### config.mk
export PLATFORM = sky130hd
export DESIGN_NAME = stream_find_replace_top
export DESIGN_NICKNAME = d
export VERILOG_FILES = /design/src/hw/rtl/sfr_pkg.sv /design/src/hw/rtl/stream_find_replace_top.sv
export VERILOG_INCLUDE_DIRS = /design/src /design/src/hw/rtl
export SDC_FILE = /design/constraint.sdc
export NUM_CORES = 1
export LEC_CHECK = 0
export BUFFER_PORTS_ARGS = -buffer_cell sky130_fd_sc_hd__buf_2
export CAP_MARGIN = 0
export CORE_MARGIN = 5
export CORE_UTILIZATION = 35
export DETAILED_ROUTE_END_ITERATION = 7
export PLACE_DENSITY = 0.61
export SETUP_SLACK_MARGIN = 0.4
export SKIP_LAST_GASP = 1
export SYNTH_ARGS = -nofsm -noshare
export SYNTH_HDL_FRONTEND = slang
export SYNTH_SLANG_ARGS = --single-unit
### constraint.sdc
create_clock -name aclk -period 7.8 [get_ports aclk]
set_input_delay 0.39 -clock aclk [delete_from_list [all_inputs] [get_ports aclk]]
set_output_delay 0.39 -clock aclk [all_outputs]
set_load 0.1 [all_outputs]
### src/hw/rtl/stream_find_replace_top_macros.svh
// Assertion macros shared by the stream find/replace RTL.
// Depends on aclk and aresetn being visible in the using module.
`ifndef STREAM_FIND_REPLACE_TOP_MACROS_SVH
`define STREAM_FIND_REPLACE_TOP_MACROS_SVH

// Checked only out of reset.
`define SFR_ASSERT(lbl, prop, msg) \
    lbl: assert property (@(posedge aclk) disable iff (!aresetn) prop) else $error(msg);

// Checked at every edge, reset included.
`define SFR_ASSERT_ALWAYS(lbl, prop, msg) \
    lbl: assert property (@(posedge aclk) prop) else $error(msg);

`endif

### src/hw/rtl/sfr_pkg.sv
// Package for the stream find/replace block: widths and register indexes.
// No dependencies.
package sfr_pkg;

    localparam int BYTE_W      = 8;
    localparam int LEN_W       = 4;
    localparam int CFG_IDX_W   = 4;
    localparam int CFG_DATA_W  = 64;
    localparam int COUNT_OUT_W = 16;

    localparam logic [CFG_IDX_W-1:0] CFG_FIND_PATTERN    = 4'd0;
    localparam logic [CFG_IDX_W-1:0] CFG_FIND_LENGTH     = 4'd1;
    localparam logic [CFG_IDX_W-1:0] CFG_REPLACE_PATTERN = 4'd2;
    localparam logic [CFG_IDX_W-1:0] CFG_REPLACE_LENGTH  = 4'd3;

    typedef logic [BYTE_W-1:0] byte_t;

endpackage

### src/hw/rtl/stream_find_replace_top.sv
// Stream find/replace top level: window compare, result buffer, config registers.
// Depends on sfr_pkg and stream_find_replace_top_macros.svh.
//
//  channel | dir | handshake            | payload
//  --------+-----+----------------------+------------------------------------------
//  s_      | in  | s_valid / s_ready    | s_text_byte, s_is_last
//  m_      | out | m_valid / m_ready    | m_out_byte, m_byte_valid, m_run_last,
//          |     |                      | m_stream_end, m_match_count, m_no_match
//  cfg_    | in  | cfg_valid / cfg_ready| cfg_index, cfg_data (always ready)
//
// An input beat is fully evaluated in the cycle it is accepted; its results
// (0 to MAX_PATTERN_BYTES) land in a result buffer that drains one per cycle while
// m_ready is high, the first one offered in the cycle after the input beat.
// Throughput: one input beat per cycle while m_ready is high and each beat
// yields at most one result; a beat yielding more results keeps s_ready low.
// s_ready rises again in the cycle the buffer's last result is taken, so a
// low m_ready stalls input whenever the buffer holds a result.
// aresetn (synchronous, active low) clears buffer count, window fill,
// match counter and config registers to their reset values.
`include "stream_find_replace_top_macros.svh"

module stream_find_replace_top #(
    parameter int MAX_PATTERN_BYTES = 8,
    parameter int COUNT_BITS        = 16
) (
    input  logic                              aclk,
    input  logic                              aresetn,
    // input text
    input  logic                              s_valid,
    output logic                              s_ready,
    input  logic [sfr_pkg::BYTE_W-1:0]        s_text_byte,
    input  logic                              s_is_last,
    // rewritten text
    output logic                              m_valid,
    input  logic                              m_ready,
    output logic [sfr_pkg::BYTE_W-1:0]        m_out_byte,
    output logic                              m_byte_valid,
    output logic                              m_run_last,
    output logic                              m_stream_end,
    output logic [sfr_pkg::COUNT_OUT_W-1:0]   m_match_count,
    output logic                              m_no_match,
    // configuration writes
    input  logic                              cfg_valid,
    output logic                              cfg_ready,
    input  logic [sfr_pkg::CFG_IDX_W-1:0]     cfg_index,
    input  logic [sfr_pkg::CFG_DATA_W-1:0]    cfg_data
);

    localparam int P      = MAX_PATTERN_BYTES;
    localparam int PAT_W  = P * sfr_pkg::BYTE_W;
    localparam int FILL_W = $clog2(P + 1);
    localparam logic [sfr_pkg::LEN_W-1:0] P_LEN = sfr_pkg::LEN_W'(P);

    // ---------------- configuration registers ----------------
    logic [PAT_W-1:0]              find_reg;
    logic [PAT_W-1:0]              repl_reg;
    logic [sfr_pkg::LEN_W-1:0]     find_len_reg;
    logic [sfr_pkg::LEN_W-1:0]     repl_len_reg;

    // ---------------- window state ----------------
    sfr_pkg::byte_t                win_reg [P];
    sfr_pkg::byte_t                win_next [P];
    logic [FILL_W-1:0]             fill_reg, fill_next;
    logic [COUNT_BITS-1:0]         seen_reg, seen_next;

    // ---------------- result buffer ----------------
    sfr_pkg::byte_t                obuf_reg [P];
    sfr_pkg::byte_t                res [P];
    logic [FILL_W-1:0]             rem_reg, res_n;
    logic                          last_reg, bvalid_reg, nomatch_reg;
    logic [sfr_pkg::COUNT_OUT_W-1:0] cnt_reg, cnt_next;
    logic                          marker;

    logic                          in_beat, out_beat, cfg_beat;

    // ---------------- step datapath ----------------
    logic [FILL_W-1:0]             flen, rlen, f0, f1;
    sfr_pkg::byte_t                wtmp [P];
    logic                          full, hit;
    logic [31:0]                   seen_ext;

    assign cfg_ready = 1'b1;
    assign cfg_beat  = cfg_valid && cfg_ready;
    assign m_valid   = (rem_reg != '0);
    assign out_beat  = m_valid && m_ready;
    assign s_ready   = (rem_reg == '0) || ((rem_reg == FILL_W'(1)) && m_ready);
    assign in_beat   = s_valid && s_ready;

    always_comb begin
        // clipped lengths
        if (find_len_reg == '0) begin
            flen = FILL_W'(1);
        end else if (find_len_reg > P_LEN) begin
            flen = FILL_W'(P);
        end else begin
            flen = FILL_W'(find_len_reg);
        end
        if (repl_len_reg > P_LEN) begin
            rlen = FILL_W'(P);
        end else begin
            rlen = FILL_W'(repl_len_reg);
        end

        f0 = (fill_reg >= flen) ? '0 : fill_reg;
        f1 = f0 + FILL_W'(1);
        for (int i = 0; i < P; i++) begin
            wtmp[i] = (FILL_W'(i) == f0) ? s_text_byte : win_reg[i];
        end

        full = (f1 == flen);
        hit  = full;
        for (int i = 0; i < P; i++) begin
            if ((FILL_W'(i) < flen) &&
                (wtmp[i] != find_reg[i*sfr_pkg::BYTE_W +: sfr_pkg::BYTE_W])) begin
                hit = 1'b0;
            end
        end

        // window update; on a miss the oldest byte leaves
        for (int i = 0; i < P; i++) begin
            win_next[i] = wtmp[i];
        end
        if (full && !hit) begin
            for (int i = 0; i < P - 1; i++) begin
                win_next[i] = wtmp[i + 1];
            end
        end

        if (s_is_last || hit) begin
            fill_next = '0;
        end else if (full) begin
            fill_next = f1 - FILL_W'(1);
        end else begin
            fill_next = f1;
        end

        // results: replacement on a hit, else the window head (plus flush)
        for (int i = 0; i < P; i++) begin
            res[i] = hit ? repl_reg[i*sfr_pkg::BYTE_W +: sfr_pkg::BYTE_W] : wtmp[i];
        end
        if (hit) begin
            res_n = rlen;
        end else if (s_is_last) begin
            res_n = f1;
        end else if (full) begin
            res_n = FILL_W'(1);
        end else begin
            res_n = '0;
        end
        marker = s_is_last && (res_n == '0);
        if (marker) begin
            res[0] = '0;
            res_n  = FILL_W'(1);
        end

        // saturating match counter
        seen_next = seen_reg;
        if (hit && (seen_reg != '1)) begin
            seen_next = seen_reg + COUNT_BITS'(1);
        end
        seen_ext = 32'(seen_next);
        cnt_next = (seen_ext > 32'hFFFF) ? 16'hFFFF : seen_ext[15:0];
    end

    // control state
    always_ff @(posedge aclk) begin
        if (!aresetn) begin
            rem_reg      <= '0;
            fill_reg     <= '0;
            seen_reg     <= '0;
            find_len_reg <= sfr_pkg::LEN_W'(1);
            repl_len_reg <= '0;
            find_reg     <= '0;
            repl_reg     <= '0;
        end else begin
            if (in_beat) begin
                rem_reg  <= res_n;
                seen_reg <= s_is_last ? '0 : seen_next;
            end else if (out_beat) begin
                rem_reg <= rem_reg - FILL_W'(1);
            end
            // a new find length drops the buffered window bytes
            if (cfg_beat && (cfg_index == sfr_pkg::CFG_FIND_LENGTH)) begin
                fill_reg <= '0;
            end else if (in_beat) begin
                fill_reg <= fill_next;
            end
            if (cfg_beat) begin
                case (cfg_index)
                    sfr_pkg::CFG_FIND_PATTERN: begin
                        find_reg <= cfg_data[PAT_W-1:0];
                    end
                    sfr_pkg::CFG_FIND_LENGTH: begin
                        find_len_reg <= cfg_data[sfr_pkg::LEN_W-1:0];
                    end
                    sfr_pkg::CFG_REPLACE_PATTERN: begin
                        repl_reg <= cfg_data[PAT_W-1:0];
                    end
                    sfr_pkg::CFG_REPLACE_LENGTH: begin
                        repl_len_reg <= cfg_data[sfr_pkg::LEN_W-1:0];
                    end
                    default: begin
                    end
                endcase
            end
        end
    end

    // payload: window bytes and result buffer
    always_ff @(posedge aclk) begin
        if (in_beat) begin
            for (int i = 0; i < P; i++) begin
                win_reg[i]  <= win_next[i];
                obuf_reg[i] <= res[i];
            end
            last_reg    <= s_is_last;
            bvalid_reg  <= !marker;
            cnt_reg     <= cnt_next;
            nomatch_reg <= s_is_last && (seen_next == '0);
        end else if (out_beat) begin
            for (int i = 0; i < P - 1; i++) begin
                obuf_reg[i] <= obuf_reg[i + 1];
            end
        end
    end

    assign m_out_byte    = obuf_reg[0];
    assign m_byte_valid  = bvalid_reg;
    assign m_run_last    = (rem_reg == FILL_W'(1));
    assign m_stream_end  = last_reg && m_run_last;
    assign m_match_count = cnt_reg;
    assign m_no_match    = nomatch_reg && m_run_last;

    // ---------------- assertions ----------------
    `SFR_ASSERT(a_last_empties, (in_beat && s_is_last) |=> (fill_reg == '0), "window not emptied at stream end")
    `SFR_ASSERT(a_buf_bound, in_beat |=> (rem_reg <= FILL_W'(P)), "result count exceeds buffer")
    `SFR_ASSERT(a_marker, (m_valid && !m_byte_valid) |-> (m_stream_end && (m_out_byte == '0)), "bad end marker")
    `SFR_ASSERT(a_drain, (out_beat && !in_beat) |=> (rem_reg == $past(rem_reg) - FILL_W'(1)), "buffer drain miscount")
    `SFR_ASSERT_ALWAYS(a_reset, !aresetn |=> ((rem_reg == '0) && (fill_reg == '0)), "reset left state")

endmodule

==> impl_metrics.json <==
{
  "synth_seq_cells": 307,
  "power_density_nw_per_um2": 331,
  "die-area_um2": 48700,
  "grtUsageTotal_pct": 17.7,
  "post-route-min-period_ns": 6.82,
  "clock-root-buffer": "clkbuf_16",
  "layout-drive-gt1-share_pct": 13.5,
  "path_class": "flop to flop",
  "cp-end-kind": "flop",
  "start_util_pct": 35.3,
  "htree_levels": 2,
  "critPathRequiredTime_ns": 8.16,
  "place_congestion": 0.852,
  "p_leak_nw": 6.65,
  "nets": 1795,
  "clk_path_buf_depth": 3,
  "overflow": 0,
  "avgRoutedWirePerCell_um": 18.8,
  "area_growth_pct": 13.3,
  "maxCapViolations": 0,
  "worst_pin_slew_ns": 0.961,
  "utilization_pct": 40.0,
  "num_rows": 77,
  "post-layout-total-power_mw": 5.83,
  "first_iter_violations": 964,
  "antenna_found_initial": 5,
  "dr.pass1.iters": 6,
  "num_vias": 11990,
  "grt_pass1_vias": 11657,
  "avgSynthCellArea_um2": 9.37,
  "grt_max_degree": 93,
  "maxSlewViolCount": 0,
  "status": "completed",
  "ir_worst_vdd_mv": 0.320,
  "async_reset_ff_share_pct": 0,
  "io_pins": 113,
  "post_synth_num_cell_types": 71,
  "timing.final.crit_share_pct": 87.4,
  "synth_edf_count": 147,
  "synth_cells": 1659,
  "grt_pass1_wl_mm": 67.7,
  "yosys_warnings": 0,
  "clock_skew_ns": 0.0203,
  "ys_seq_area_share_pct": 49.0,
  "io_buffers": 111,
  "wirelength_mm": 43.7,
  "setup_viol": 0,
  "relSlewSlack_pct": 35.9,
  "fp.dieW_um": 221,
  "worstSkewPairLatency_ns": 0.55,
  "ys.flop_type": "dfxtp_1",
  "setup_tns_ns": 0,
  "rsz0062_at_grt": "false",
  "drtAntennaViolNets": 0,
  "syn_area_um2": 15500,
  "core_um2": 44000,
  "hold_class": "primary input to flop",
  "cp_max_fo": 19,
  "cts.reportedPaths.clkPinSlew_ns": 0.06,
  "cts_tree": "done",
  "cts_made_buffers": 37,
  "crit_arrival_ns": 7.18,
  "fmax_mhz": 147,
  "die_h_um": 221,
  "syn_nets": 1753,
  "clock-sinks": 307,
  "hold_viol": 0,
  "post_cts_buffers": 0,
  "startpoint_type": "flop",
  "postCtsHoldBufs": 0,
  "vias_per_cell": 5.17,
  "dp_hpwl_mm": 29.9,
  "ctsResizeCount": 0,
  "drc_errors": 0,
  "diodes": 0
}
logic make-up (layout without fill, tap and decap cells):
group	count (synthesis)	in the layout	share of synthesized area, %
adders and majority gates	12	12	0.966
and+or+nand+nor	612	612	17.4
muxes	109	109	7.22
buffers and inverters	156	226	4.20
other	1	1	0.0241
DFF	307	307	49.0
xor gates and xnor gates	94	94	5.30
AOI/OAI and AO/OA	368	368	15.8
path summary, 6_finish.rpt:
kind,from,end,slack (ns),cells past startpoint
worst max-delay path,find_len_reg[1]$_SDFFE_PN0P_,nomatch_reg$_DFFE_PP_,0.98,20
worst min-delay path,cfg_data[42],repl_reg[42]$_SDFFE_PN0P_,0.11,3
worst max register to register,find_len_reg[1]$_SDFFE_PN0P_,nomatch_reg$_DFFE_PP_,0.98,20
worst min register to register,repl_reg[53]$_SDFFE_PN0P_,repl_reg[53]$_SDFFE_PN0P_,0.46,2
area by class of cell:
| cell class | instances | area [um2] |
|---|---|---|
| clock buffer | 54 | 1080 |
| clock inverter | 13 | 73.8 |
| fill | 4438 | 26400 |
| inverter | 35 | 134 |
| multi-input combinational | 1196 | 7300 |
| sequential | 307 | 7620 |
| tap | 592 | 741 |
| timing repair buffer | 124 | 656 |
cell usage in the layout, fill, tap and decap left out, types with 4 or more instances in the layout:
cell	instances
nand2_1	367
dfxtp_1	160
edfxtp_1	147
a21boi_0	138
buf_2	110
nor2_1	104
mux2i_1	87
o21ai_0	80
a21oi_1	65
xor2_1	56
clkbuf_16	39
xnor2_1	38
inv_1	33
mux2_2	21
nor2b_1	18
o31ai_1	18
nand3_1	16
nor3_1	15
buf_4	14
nand4_1	13
ha_1	12
and2_1	11
clkbuf_1	10
nor4_1	9
a31oi_1	9
o22ai_1	9
a22oi_1	9
nand2b_1	8
and3_1	8
or3_1	7
o2111ai_1	6
o211ai_1	5
a2111oi_0	5
clkbuf_8	5
clkinv_2	5
nand2_2	4
nor4b_1	4
layer usage:
metal | global-route usage, % | share of wire, % | routed length, um | vias to the layer above
li1 | - | - | - | 5847
met1 | 24.2 | 46 | 19900 | 5758
met2 | 28.4 | 46 | 20000 | 293
met3 | 3.31 | 5.7 | 2480 | 82
met4 | 5.75 | 2.7 | 1200 | 10
met5 | 0 | 0.12 | 53 | -
report_power, final:
group	total, mW	leakage, nW	internal (mW)	switching, mW
clock	1.65	0.571	0.966	0.681
sequential	2.40	2.70	2.26	0.144
combinational	1.78	3.38	0.422	1.36
critical path: stages, from the launching register on:
cell and delay, ns:
dfxtp_1 0.43, nor2b_1 0.31, inv_1 0.08, ha_1 0.29, o211ai_2 0.41, or2_1 0.37
nand3_1 0.19, inv_1 0.13, ha_1 0.49, nand2_1 0.10, o211ai_1 0.54, xor2_1 0.17
nor2_1 0.22, nand4_1 0.19, or3_1 0.42, o32ai_1 0.38, nand3_4 0.31, or4_1 0.61
xnor2_1 0.18, or4_1 0.53, nor4_2 0.26
synth_stat cells (all sizes together), types with 7 or more instances:
library cell,n,area [um2]
nand2,372,1410
dfxtp,160,3200
edfxtp,147,4410
a21boi,138,1040
nor2,105,394
clkbuf,95,357
mux2i,88,885
o21ai,80,400
a21oi,66,334
xor2,56,490
xnor2,38,333
inv,35,131
buf,26,165
mux2,21,236
nor2b,18,113
o31ai,18,135
nand3,17,90.1
nor3,17,90.1
nand4,15,115
and2,13,81.3
ha,12,150
nor4,12,93.8
a22oi,9,67.6
a31oi,9,56.3
and3,9,56.3
nand2b,9,56.3
o211ai,9,96.4
o22ai,9,56.3
or3,8,50.1
a2111oi,7,73.8
metrics by stage:
| stage | hold WS (ns) | worst slack (ns) | cell area, um2 | instances |
|---|---|---|---|---|
| after global placement | 0.448 | 1.23 | 16400 | 2254 |
| after floorplan | 0.440 | 1.74 | 15500 | 1659 |
| after CTS | 0.0785 | 0.945 | 17600 | 2321 |
| after detailed placement | 0.458 | 1.03 | 16400 | 2254 |
| final | 0.108 | 0.980 | 17600 | 2321 |
| after global routing | 0.102 | 0.558 | 17600 | 2321 |
Power figures use the tool's default switching activity.
